`config.mk`:
```
export PLATFORM = sky130hd
export DESIGN_NAME = double_ended_queue
export DESIGN_NICKNAME = d
export VERILOG_FILES = /design/src/design/deq_pkg.sv /design/src/design/deq_ram.sv /design/src/design/deq_ctrl.sv /design/src/design/deq_datapath.sv /design/src/design/double_ended_queue.sv
export VERILOG_INCLUDE_DIRS = /design/src /design/src/design
export SDC_FILE = /design/constraint.sdc
export NUM_CORES = 1
export LEC_CHECK = 0
export ABC_AREA = 1
export BUFFER_PORTS_ARGS = -buffer_cell sky130_fd_sc_hd__buf_2
export CAP_MARGIN = 0
export CORE_MARGIN = 5
export CORE_UTILIZATION = 59
export DETAILED_ROUTE_END_ITERATION = 8
export GPL_ROUTABILITY_DRIVEN = 0
export PLACE_DENSITY = 0.76
export RECOVER_POWER = 25
export SETUP_SLACK_MARGIN = 0.15
export SYNTH_ARGS = -nofsm -noshare
export SYNTH_HDL_FRONTEND = slang
export SYNTH_SLANG_ARGS = --single-unit
```
`constraint.sdc`:
```
create_clock -name aclk -period 10.26 [get_ports aclk]
set_input_delay 0.513 -clock aclk [delete_from_list [all_inputs] [get_ports aclk]]
set_output_delay 0.513 -clock aclk [all_outputs]
set_load 0.01 [all_outputs]
```
`src/design/double_ended_queue_macros.svh`:
```
// Assertion macros for the double-ended queue.
// Included by the top level; needs a clock and an active-low reset name.
`ifndef DOUBLE_ENDED_QUEUE_MACROS_SVH
`define DOUBLE_ENDED_QUEUE_MACROS_SVH

// same-cycle implication
`define DEQ_ASSERT_IMP(name, clk, rstn, ante, cons, msg) \
    name: assert property (@(posedge clk) disable iff (!rstn) (ante) |-> (cons)) \
        else $error(msg);

// next-cycle implication
`define DEQ_ASSERT_NXT(name, clk, rstn, ante, cons, msg) \
    name: assert property (@(posedge clk) disable iff (!rstn) (ante) |=> (cons)) \
        else $error(msg);

`endif

```
`src/design/deq_pkg.sv`:
```
// Shared types, constants and index helper for the double-ended queue.
// No dependencies; used by deq_ctrl, deq_datapath and the top level.
package deq_pkg;

    localparam int CAPACITY = 16;
    localparam int IDX_W    = (CAPACITY > 1) ? $clog2(CAPACITY) : 1;
    localparam int CNT_W    = $clog2(CAPACITY + 1);
    localparam int WORD_W   = 32;
    localparam int OP_W     = 3;
    localparam int ST_W     = 3;

    typedef logic [IDX_W-1:0]  idx_t;
    typedef logic [CNT_W-1:0]  cnt_t;
    typedef logic [WORD_W-1:0] word_t;

    localparam cnt_t CAP_CNT      = CNT_W'(CAPACITY);
    localparam idx_t CAP_LAST_IDX = IDX_W'(CAPACITY - 1);

    typedef enum logic [OP_W-1:0] {
        OP_PUSH_FRONT = 3'd0,
        OP_PUSH_BACK  = 3'd1,
        OP_POP_FRONT  = 3'd2,
        OP_POP_BACK   = 3'd3,
        OP_LIST       = 3'd4
    } op_t;

    typedef enum logic [ST_W-1:0] {
        ST_PUSHED = 3'd0,
        ST_POPPED = 3'd1,
        ST_EMPTY  = 3'd2,
        ST_FULL   = 3'd3,
        ST_LISTED = 3'd4
    } status_t;

    typedef enum logic [2:0] {
        ACT_NONE       = 3'd0,
        ACT_PUSH_FRONT = 3'd1,
        ACT_PUSH_BACK  = 3'd2,
        ACT_POP_FRONT  = 3'd3,
        ACT_POP_BACK   = 3'd4,
        ACT_LIST_START = 3'd5,
        ACT_LIST_NEXT  = 3'd6
    } act_t;

    typedef struct packed {
        act_t    act;
        logic    load_out;
        status_t out_status;
        logic    out_use_ram;
        logic    out_last;
    } deq_cmd_t;

    typedef struct packed {
        logic empty;
        logic full;
        logic list_last;
        logic out_free;
        cnt_t count;
    } deq_stat_t;

    // (base + offs) mod CAPACITY, both operands below CAPACITY
    function automatic idx_t wrap_add(idx_t base, idx_t offs);
        logic [IDX_W:0] sum;
        sum = {1'b0, base} + {1'b0, offs};
        if (sum >= (IDX_W + 1)'(CAPACITY)) begin
            sum = sum - (IDX_W + 1)'(CAPACITY);
        end
        return sum[IDX_W-1:0];
    endfunction

endpackage

```
`src/design/deq_ram.sv`:
```
// Generic single-write, single-read RAM with registered read data.
// No dependencies.
module deq_ram #(
    parameter int  WIDTH = 32,
    parameter int  DEPTH = 16,
    localparam int AW    = (DEPTH > 1) ? $clog2(DEPTH) : 1
) (
    input  logic             aclk,
    input  logic             wr_en,
    input  logic [AW-1:0]    wr_addr,
    input  logic [WIDTH-1:0] wr_data,
    input  logic             rd_en,
    input  logic [AW-1:0]    rd_addr,
    output logic [WIDTH-1:0] rd_data
);

    logic [WIDTH-1:0] mem [DEPTH];

    always_ff @(posedge aclk) begin
        if (wr_en) begin
            mem[wr_addr] <= wr_data;
        end
        if (rd_en) begin
            rd_data <= mem[rd_addr];
        end
    end

endmodule

```
`src/design/deq_ctrl.sv`:
```
// Controller of the double-ended queue: decodes operations, sequences reads.
// Depends on deq_pkg.
module deq_ctrl (
    input  logic                 aclk,
    input  logic                 aresetn,
    input  logic                 s_tvalid,
    output logic                 s_tready,
    input  logic [deq_pkg::OP_W-1:0] op,
    input  deq_pkg::deq_stat_t   stat,
    output deq_pkg::deq_cmd_t    cmd
);
    import deq_pkg::*;

    typedef enum logic [1:0] {
        S_IDLE = 2'b01,
        S_READ = 2'b10
    } state_t;

    state_t state_reg, state_next;
    logic   list_mode_reg, list_mode_next;
    logic   accept;

    assign s_tready = (state_reg == S_IDLE) && stat.out_free;
    assign accept   = s_tvalid && s_tready;

    always_comb begin
        state_next      = state_reg;
        list_mode_next  = list_mode_reg;
        cmd.act         = ACT_NONE;
        cmd.load_out    = 1'b0;
        cmd.out_status  = ST_PUSHED;
        cmd.out_use_ram = 1'b0;
        cmd.out_last    = 1'b1;
        unique case (state_reg)
            S_IDLE: begin
                if (accept) begin
                    unique case (op_t'(op))
                        OP_PUSH_FRONT, OP_PUSH_BACK: begin
                            cmd.load_out = 1'b1;
                            if (stat.full) begin
                                cmd.out_status = ST_FULL;
                            end else begin
                                cmd.act = (op_t'(op) == OP_PUSH_FRONT) ?
                                          ACT_PUSH_FRONT : ACT_PUSH_BACK;
                            end
                        end
                        OP_POP_FRONT, OP_POP_BACK, OP_LIST: begin
                            if (stat.empty) begin
                                cmd.load_out   = 1'b1;
                                cmd.out_status = ST_EMPTY;
                            end else begin
                                state_next     = S_READ;
                                list_mode_next = (op_t'(op) == OP_LIST);
                                unique case (op_t'(op))
                                    OP_POP_FRONT: cmd.act = ACT_POP_FRONT;
                                    OP_POP_BACK:  cmd.act = ACT_POP_BACK;
                                    default:      cmd.act = ACT_LIST_START;
                                endcase
                            end
                        end
                        default: ;
                    endcase
                end
            end
            S_READ: begin
                if (stat.out_free) begin
                    cmd.load_out    = 1'b1;
                    cmd.out_use_ram = 1'b1;
                    cmd.out_status  = list_mode_reg ? ST_LISTED : ST_POPPED;
                    cmd.out_last    = !list_mode_reg || stat.list_last;
                    if (list_mode_reg && !stat.list_last) begin
                        cmd.act = ACT_LIST_NEXT;
                    end else begin
                        state_next = S_IDLE;
                    end
                end
            end
            default: state_next = S_IDLE;
        endcase
    end

    always_ff @(posedge aclk) begin
        if (!aresetn) begin
            state_reg     <= S_IDLE;
            list_mode_reg <= 1'b0;
        end else begin
            state_reg     <= state_next;
            list_mode_reg <= list_mode_next;
        end
    end

endmodule

```
`src/design/deq_datapath.sv`:
```
// Datapath of the double-ended queue: ring pointers, entry RAM, output register.
// Depends on deq_pkg and deq_ram.
module deq_datapath (
    input  logic                 aclk,
    input  logic                 aresetn,
    input  deq_pkg::deq_cmd_t    cmd,
    input  deq_pkg::word_t       value_in,
    input  logic                 m_tready,
    output deq_pkg::deq_stat_t   stat,
    output logic                 out_valid,
    output deq_pkg::word_t       out_value,
    output deq_pkg::status_t     out_status,
    output logic                 out_last
);
    import deq_pkg::*;

    idx_t    front_reg, front_next;
    cnt_t    count_reg, count_next;
    idx_t    list_idx_reg, list_idx_next, list_idx_inc;
    logic    out_valid_reg, out_valid_next;
    status_t out_status_reg, out_status_next;
    word_t   out_value_reg, out_value_next;
    logic    out_last_reg, out_last_next;

    logic    wr_en, rd_en;
    idx_t    wr_addr, rd_addr;
    word_t   rd_data;

    deq_ram #(
        .WIDTH (WORD_W),
        .DEPTH (CAPACITY)
    ) u_ram (
        .aclk    (aclk),
        .wr_en   (wr_en),
        .wr_addr (wr_addr),
        .wr_data (value_in),
        .rd_en   (rd_en),
        .rd_addr (rd_addr),
        .rd_data (rd_data)
    );

    assign list_idx_inc = list_idx_reg + idx_t'(1);

    always_comb begin
        front_next    = front_reg;
        count_next    = count_reg;
        list_idx_next = list_idx_reg;
        wr_en         = 1'b0;
        wr_addr       = front_reg;
        rd_en         = 1'b0;
        rd_addr       = front_reg;
        unique case (cmd.act)
            ACT_PUSH_FRONT: begin
                front_next = (front_reg == '0) ? CAP_LAST_IDX : front_reg - idx_t'(1);
                wr_en      = 1'b1;
                wr_addr    = front_next;
                count_next = count_reg + cnt_t'(1);
            end
            ACT_PUSH_BACK: begin
                wr_en      = 1'b1;
                wr_addr    = wrap_add(front_reg, IDX_W'(count_reg));
                count_next = count_reg + cnt_t'(1);
            end
            ACT_POP_FRONT: begin
                rd_en      = 1'b1;
                front_next = wrap_add(front_reg, idx_t'(1));
                count_next = count_reg - cnt_t'(1);
            end
            ACT_POP_BACK: begin
                rd_en      = 1'b1;
                rd_addr    = wrap_add(front_reg, IDX_W'(count_reg - cnt_t'(1)));
                count_next = count_reg - cnt_t'(1);
            end
            ACT_LIST_START: begin
                rd_en         = 1'b1;
                list_idx_next = '0;
            end
            ACT_LIST_NEXT: begin
                rd_en         = 1'b1;
                rd_addr       = wrap_add(front_reg, list_idx_inc);
                list_idx_next = list_idx_inc;
            end
            default: ;
        endcase
    end

    always_comb begin
        out_valid_next  = out_valid_reg;
        out_status_next = out_status_reg;
        out_value_next  = out_value_reg;
        out_last_next   = out_last_reg;
        if (cmd.load_out) begin
            out_valid_next  = 1'b1;
            out_status_next = cmd.out_status;
            out_value_next  = cmd.out_use_ram ? rd_data : '0;
            out_last_next   = cmd.out_last;
        end else if (m_tready) begin
            out_valid_next = 1'b0;
        end
    end

    always_ff @(posedge aclk) begin
        if (!aresetn) begin
            front_reg     <= '0;
            count_reg     <= '0;
            list_idx_reg  <= '0;
            out_valid_reg <= 1'b0;
        end else begin
            front_reg     <= front_next;
            count_reg     <= count_next;
            list_idx_reg  <= list_idx_next;
            out_valid_reg <= out_valid_next;
        end
    end

    always_ff @(posedge aclk) begin
        out_status_reg <= out_status_next;
        out_value_reg  <= out_value_next;
        out_last_reg   <= out_last_next;
    end

    assign stat.empty     = (count_reg == '0);
    assign stat.full      = (count_reg == CAP_CNT);
    assign stat.list_last = ((cnt_t'(list_idx_reg) + cnt_t'(1)) == count_reg);
    assign stat.out_free  = !out_valid_reg || m_tready;
    assign stat.count     = count_reg;

    assign out_valid  = out_valid_reg;
    assign out_value  = out_value_reg;
    assign out_status = out_status_reg;
    assign out_last   = out_last_reg;

endmodule

```
`src/design/double_ended_queue.sv`:
```
// Top level of the bounded double-ended queue of 32-bit words.
// Depends on deq_pkg, deq_ctrl, deq_datapath and double_ended_queue_macros.svh.
//
// Usage:
//   Input stream: s_tuser carries the operation (push front, push back, pop front,
//   pop back, list), s_tdata the word to push. Result stream: m_tuser carries the
//   status, m_tdata the popped or listed word, m_tlast flags the final result of
//   an operation. Every operation but an unknown code gives at least one result.
//   Push, full, and empty results are valid the cycle after the input transfer;
//   a pop result goes through the registered RAM read, then the output register.
//   A push can be taken every cycle while the result stream is not stalled. Due
//   to the single RAM read port, a pop holds off input until its result is loaded,
//   and a listing gives one entry per cycle while results are taken and holds off input.
//   Reset empties the queue and clears the output valid flag; stored words are
//   not cleared and need no clearing pass.
//   While m_tready is low the result register holds and s_tready drops once a
//   result is pending; no transfer is lost.
`include "double_ended_queue_macros.svh"

module double_ended_queue (
    input  logic        aclk,
    input  logic        aresetn,
    input  logic        s_tvalid,
    output logic        s_tready,
    input  logic [31:0] s_tdata,   // [31:0] value_in (signed)
    input  logic [2:0]  s_tuser,   // [2:0] operation
    output logic        m_tvalid,
    input  logic        m_tready,
    output logic [31:0] m_tdata,   // [31:0] value_out (signed)
    output logic [2:0]  m_tuser,   // [2:0] status
    output logic        m_tlast
);
    import deq_pkg::*;

    deq_cmd_t  dp_cmd;
    deq_stat_t dp_stat;
    status_t   out_status;

    deq_ctrl u_ctrl (
        .aclk     (aclk),
        .aresetn  (aresetn),
        .s_tvalid (s_tvalid),
        .s_tready (s_tready),
        .op       (s_tuser),
        .stat     (dp_stat),
        .cmd      (dp_cmd)
    );

    deq_datapath u_dp (
        .aclk       (aclk),
        .aresetn    (aresetn),
        .cmd        (dp_cmd),
        .value_in   (s_tdata),
        .m_tready   (m_tready),
        .stat       (dp_stat),
        .out_valid  (m_tvalid),
        .out_value  (m_tdata),
        .out_status (out_status),
        .out_last   (m_tlast)
    );

    assign m_tuser = out_status;

    `DEQ_ASSERT_IMP(a_no_accept_when_blocked, aclk, aresetn, s_tvalid && s_tready, !m_tvalid || m_tready, "input transfer while result stalled")
    `DEQ_ASSERT_IMP(a_count_bound, aclk, aresetn, 1'b1, dp_stat.count <= CAP_CNT, "entry count above capacity")
    `DEQ_ASSERT_IMP(a_listing_blocks_input, aclk, aresetn, m_tvalid && !m_tlast, (m_tuser == ST_LISTED) && !s_tready, "non-final result outside a listing")
    `DEQ_ASSERT_NXT(a_push_result, aclk, aresetn, s_tvalid && s_tready && (s_tuser == OP_PUSH_FRONT || s_tuser == OP_PUSH_BACK), m_tvalid && m_tlast, "push without result")

endmodule

```
==> Word-level counts from Yosys, hierarchy flattened <==
Memories as Yosys holds them, arrays and structs flattened. A register that Yosys moved wholly into a read port is not among the register bits.
Index checks and enable logic that the tools add are counted.
{ "totals": {"mem_count": 1, "inputBits": 39, "word_cells": 105, "ramBits": 512, "register_bits": 53, "out_inout_bits": 38} }
{ "classes": {"magnitude_cmp": 4, "addsub": 13, "n_mux": 35, "bitwise_logic": 1, "n_eq_ne": 19, "reduce_logical": 23} }
{ "mem_list": {"columns": ["memory", "words", "word_bits", "rd", "rd_clocked_by_memory_dff", "wr", "line_no", "source"], "rows": [
  ["u_dp.u_ram.mem", 16, 32, 1, 1, 1, "deq_ram.sv:17", "logic [WIDTH-1:0] mem [DEPTH];"]
]} }
{ "op_table": {"columns": ["cell", "n"], "rows": [
  ["4-bit one-hot mux with 2 select lines", 4],
  ["7-bit one-hot mux with 2 select lines", 2],
  ["4-bit 2-to-1 mux", 6],
  ["5-bit greater-or-equal comparator (second input constant)", 4],
  ["4-bit by 1-bit subtractor with 4-bit output (second input constant)", 5],
  ["2-bit 2-to-1 mux", 8],
  ["4-bit by 4-bit adder with 5-bit output", 3],
  ["3-bit by 2-bit == test with 1-bit output (second input constant)", 4],
  ["3-bit == test (second input constant)", 4],
  ["3-bit 2-to-1 mux", 4],
  ["4-bit by 1-bit adder with 5-bit output (second input constant)", 2],
  ["5-bit one-hot mux with 2 select lines", 1],
  ["9-bit 2-to-1 mux", 1],
  ["2-bit nonzero test", 4],
  ["7-bit 2-to-1 mux", 1],
  ["3-bit by 1-bit == test with 1-bit output (second input constant)", 2],
  ["1-bit 2-to-1 mux", 6],
  ["2-bit inequality test (second input constant)", 3],
  ["3-bit one-hot mux with 2 select lines", 1],
  ["2-bit OR reduction", 3],
  ["5-bit by 1-bit adder with 5-bit output (second input constant)", 1],
  ["5-bit == test", 1],
  ["5-bit == test (second input constant)", 1],
  ["5-bit zero test", 1],
  ["17 further kinds", 23]
]} }

==> Longest topological paths before layout <==
{ "logic_depth": {"ltp_word": 12, "mapped_depth": 27, "ltp_nobuf": 26} }

==> Cells and area by module <==
Synthesis repeated with hierarchy kept, for this count alone.
{ "hier_totals": {"cells_unflattened": 2483, "hier_area_um2": 26020.0} }
{ "modules_own_cells": {"columns": ["mod", "cells_each", "instances", "seq_area_each_um2", "area_per_inst_um2"], "rows": [
  ["deq_ram", 2120, 1, 16335.7, 23050.9],
  ["deq_datapath", 298, 1, 1361.3, 2615.0],
  ["deq_ctrl", 65, 1, 60.1, 354.1]
]} }

==> Worst setup path after synthesis <==
No wires, ideal clock.
{ "synth_path": {"path_kind": "register to register", "startpoint": "register u_dp.list_idx_reg[0]", "endpoint": "memory u_dp.u_ram.mem[1][0], enable pin", "setup_ns": 0.461, "required_ns": 9.799, "synth_period_minus_slack_ns": 4.658, "t_arrival_ns": 4.197, "path_slack_ns": 5.602, "path_stages_with_launch": 17, "n_path_buf": 0, "path_cell_list": "dfxtp_1 -> ha_1 -> xnor2_1 -> nand3_1 -> nor2_1 -> nand2_2 -> nand2_4 -> nand2_4 -> nand2_2 -> nand2_1 -> inv_2 -> nand2_2 -> nand2_4 -> inv_2 -> o21ai_2 -> nand2_1 -> nor3_1"} }
{ "synth_between": {"elab_chain_len": 12, "word_cells_on_any_way": 14, "cone_classes": "add/sub: 1; eq/ne: 3; mux: 7; reduce/logical: 3"} }
{ "synth_rtl": {"columns": ["element", "line_no", "source"], "rows": [
  ["from (decl)", "deq_datapath.sv:19", "idx_t list_idx_reg, list_idx_next, list_idx_inc;"],
  ["from (signal assigned)", "deq_datapath.sv:111", "list_idx_reg <= list_idx_next;"],
  ["4-bit by 1-bit adder with 5-bit output *", "deq_datapath.sv:124", "assign stat.list_last = ((cnt_t'(list_idx_reg) + cnt_t'(1)) == count_reg);"],
  ["5-bit == test *", "deq_datapath.sv:124", null],
  ["1-bit zero test *", "deq_ctrl.sv:71", "if (list_mode_reg && !stat.list_last) begin"],
  ["1-bit logical AND *", "deq_ctrl.sv:71", null],
  ["3-bit 2-to-1 mux *", "deq_ctrl.sv:71", null],
  ["9-bit 2-to-1 mux *", "deq_ctrl.sv:66", "if (stat.out_free) begin"],
  ["7-bit one-hot mux with 2 select lines *", "deq_ctrl.sv:34", "unique case (state_reg)"],
  ["3-bit by 1-bit == test with 1-bit output or 3-bit by 2-bit == test with 1-bit output (tied branches)", "deq_datapath.sv:52", "unique case (cmd.act)"],
  ["2-bit OR reduction (no source line)", null, null],
  ["1-bit 2-to-1 mux", "deq_datapath.sv:52", null],
  ["1-bit 2-to-1 mux", "deq_ram.sv:20", "if (wr_en) begin"],
  ["1-bit 2-to-1 mux (not written as such)", "deq_ram.sv:21", "mem[wr_addr] <= wr_data;"],
  ["to (decl)", "deq_ram.sv:17", null]
]} }
Every way passes the cells marked *; elsewhere a longest branch is shown, timed or not.

==> Worst setup path after layout <==
{ "layout_path": {"startpoint": "register u_dp.list_idx_reg[0]", "endpoint": "register u_dp.u_ram.rd_data[7] (read register of u_dp.u_ram.mem), data pin"} }
{ "layout_between": {"elab_chain_len": 10, "word_cells_on_any_way": 19, "cone_classes": "add/sub: 4; order compare: 1; eq/ne: 5; mux: 6; reduce/logical: 3"} }
{ "layout_rtl": {"columns": ["element", "line_no", "source"], "rows": [
  ["parallel branches: the longest is 10 deep, another holds 4-bit by 4-bit adder with 5-bit output", null, null],
  ["to (decl)", "deq_ram.sv:14", "output logic [WIDTH-1:0] rd_data"]
]} }
Parallel ways; which one is timed is not known.
A chain may end at the register's enable or synchronous reset.

==> reports/results.tsv <==
stage	metric	value	unit
sta	Setup violations, final	0	
sta	Setup TNS	0	ns
logic_synthesis	total number of yosys warnings	0	
layout	Layout Utilization	65.7	%
logic_synthesis	Avg Cell Area, Syn	9.70	um^2
clocking	CTS sink count	597	
floorplanning	core region area	45200	um^2
detailed_routing	drt drc	0	
critical_path	Crit Reg-Reg Endpoint	u_dp.u_ram.rd_data[7]	
logic_synthesis	post-synthesis cell count	2771	
sta	Final Hold Fails	0	
detailed_routing	drt total wl	62.0	mm
sta	Slew @ Worst Pin	1.22	ns
floorplanning	die area	49900	um^2
layout	Synth-to-Final Area Change	10.4	%
clocking	Worst-Skew Late Latency	0.62	ns
critical_path	CP Data Required Time	10.64	ns
critical_path	Slowest-stage cell, CP	buf_4	
critical_path	crit start category	register	
clocking	Clock Tree Buf Depth	3	
critical_path	CP startpoint	u_dp.list_idx_reg[0]	
place	IO buf count	76	
detailed_routing	via count	18400	
global_routing	initial antenna violation count	1	
logic_synthesis	count of state elements after synthesis	597	
critical_path	WP data arrival	5.73	ns
critical_path	CP top delay family	simple AND/OR/NAND/NOR gates	
layout	Final #Nets	2882	
layout	FF+latch area	17800	um^2
detailed_routing	ANT nets after route	0	
place	hpwl dp	31.1	mm
sta	f_max	187	MHz
pwr	Power Total	7090	uW
detailed_routing	DRT Pass-1 Iters	5	
clocking	# H-tree levels	2	
floorplanning	cell row count	78	
sta	final worst path period need	5.35	ns
pwr	PwrDens	239	nW/um^2
critical_path	critical path capture point type	register	
clocking	post_cts resized	0	
hold_path	Hold Startpoint	aresetn	
layout	area of the multi-input gates	6470	um^2
global_routing	first-pass GRT wire length	95.8	mm
logic_synthesis	synthesized net count	2827	
sta	Tcrit/Tclk final	52.2	%
sta	skew final	0.0172	ns
run	maxcap violations	0	
layout	commonest non-fill, non-tap cell in the layout	nand2_1	
critical_path	Crit Path Max Fanout	147	
floorplanning	I/O pin cnt	77	
global_routing	largest net degree at the start of global routing	174	
detailed_routing	average routed wire per standard cell	17.8	um
sta	relative slew slack	18.8	%
pwr	Max VDD drop	0.000179	V
floorplanning	chip width	223	um
outcome	status	completed	
detailed_routing	initial DRC count	2000	
global_routing	GRT Total Usage	24.5	%
clocking	Post-CTS Setup Bufs	0	
sta	Final Max Tran Viols	0	
critical_path	CP bufs+invs	3	
logic_synthesis	sequential fraction of the synthesis area	66.1	%
floorplanning	die height	223	um
layout	max FFs per register	512	
clocking	Reg clk slew, reported paths	0.06	ns
layout	Layout fillers	3378	
clocking	CTS root buf	clkbuf_16	
global_routing	vias in the first global route	17700	
critical_path	worst setup path class	reg -> reg	
layout	commonest non-fill, non-tap cells in the layout	1003 x nand2_1, 589 x inv_1, 580 x edfxtp_1	
sta	RSZ-0062 raised after global routing	false	
critical_path	CP most frequent cell	nand2_1	
clocking	Num CTS Buffers	59	
clocking	cts hold-fix bufs	0	
critical_path	R2R setup slack	4.91	ns
clocking	CTS tree	built	
critical_path	R2R cell count	25	
logic_synthesis	Yosys cell types	36	
critical_path	number of cells on the critical path	25	
layout	layout cells sized above 1	7.72	%
global_routing	gr ovfl total	0	
critical_path	reg2reg start	u_dp.list_idx_reg[0]	
critical_path	slowest stage delay, CP	1.07	ns
detailed_routing	vias per cell	5.28	
pwr	leakage power	0.0134	uW
critical_path	Critical Path End	u_dp.u_ram.rd_data[7]	
hold_path	min-delay worst type	in -> reg	
floorplanning	Initial Utilization	59.5	%
sta	hold_ws	0.211	ns
logic_synthesis	synthesized cell area	26900	um^2
[Yosys cell counts (all sizes together)]
library cell     n  area (um^2)
nand2         1016         3850
inv            600         2250
edfxtp         580        17400
nand3          285         1450
buf            101          543
nor2            71          274
o21ai           24          128
dfxtp           17          340
a21oi           16         87.6
ha              15          188
clkbuf           9         33.8
nand4            9         56.3
xnor2            7         61.3
xor2             6         52.6
o211ai           3         27.5
a31oi            2         12.5
fa               2         40.0
nor3             2         10.0
o221ai           2         17.5
or2              2         12.5
a211oi           1         7.51
o31ai            1         7.51
[metrics by stage]
step,cells,instance area (um^2),worst slack (ns)
6_report,3476,29700,4.91
5_1_grt,3474,29700,4.44
4_1_cts,3474,29700,5.03
3_5_place_dp,3365,27800,5.05
3_3_place_gp,3365,27800,5.25
2_1_floorplan,2771,26900,5.60
[worst reg2reg max path: stages (launching register included)]
cell,delay (ns)
dfxtp_1,0.47
ha_1,0.27
nand2_1,0.12
nand2_1,0.09
nand2_1,0.05
nand3_1,0.07
nor2_1,0.05
nand2_2,0.11
nand2_4,0.09
a21oi_1,0.21
nand2_1,0.10
inv_1,0.14
nand2_1,0.08
o21ai_0,0.08
ha_1,0.28
inv_1,0.06
nand4_1,0.22
nand2_8,0.68
buf_4,1.29
nand2_1,0.18
nand3_1,0.16
nand2_1,0.07
nand2_1,0.06
nand2_1,0.07
nand2_1,0.06
nand2_1,0.06
[report_power, final]
group,switching [uW],leakage [uW],internal (uW)
Clock,900,0.000922,1190
Combinational,1440,0.00713,570
Sequential,62.5,0.00538,2920
Total,2410,0.0134,4680
[metal layers]
layer | global-route usage, % | share of wire, % | vias up
li1 | - | - | 8767
met1 | 34.0 | 41 | 8637
met2 | 40.3 | 47 | 803
met3 | 4.16 | 8.6 | 143
met4 | 7.81 | 2.8 | 2
met5 | 0 | 0.032 | -
[cell families after synthesis]
group	count (synthesis)	share of synthesized area [%]
AO/OA/AOI/OAI	49	1.07
XOR/XNOR	13	0.424
adder cells (fa/ha/maj)	17	0.847
buffers and inverters	710	10.5
flip-flops	597	66.1
AND/OR/NAND/NOR	1385	21.1
[worst min-delay path by stage]
stage	endpoint	cells past startpoint
CTS	u_ctrl.state_reg[0]	2
finish	u_ctrl.state_reg[0]	2
global placement	u_ctrl.state_reg[1]	2
floorplan	u_ctrl.state_reg[1]	2
global route	u_ctrl.state_reg[0]	2
detailed placement	u_ctrl.state_reg[1]	2
[area by class of cell]
cell class,instances,share of cell area (%)
Sequential cell,597,59.9
Inverter,600,7.59
Timing Repair Buffer,104,1.89
Multi-Input combinational cell,1464,21.8
Antenna cell,2,0.0169
Clock buffer,73,5.30
Tap cell,600,2.53
Clock inverter,36,1.02
Power figures use the tool's default switching activity.
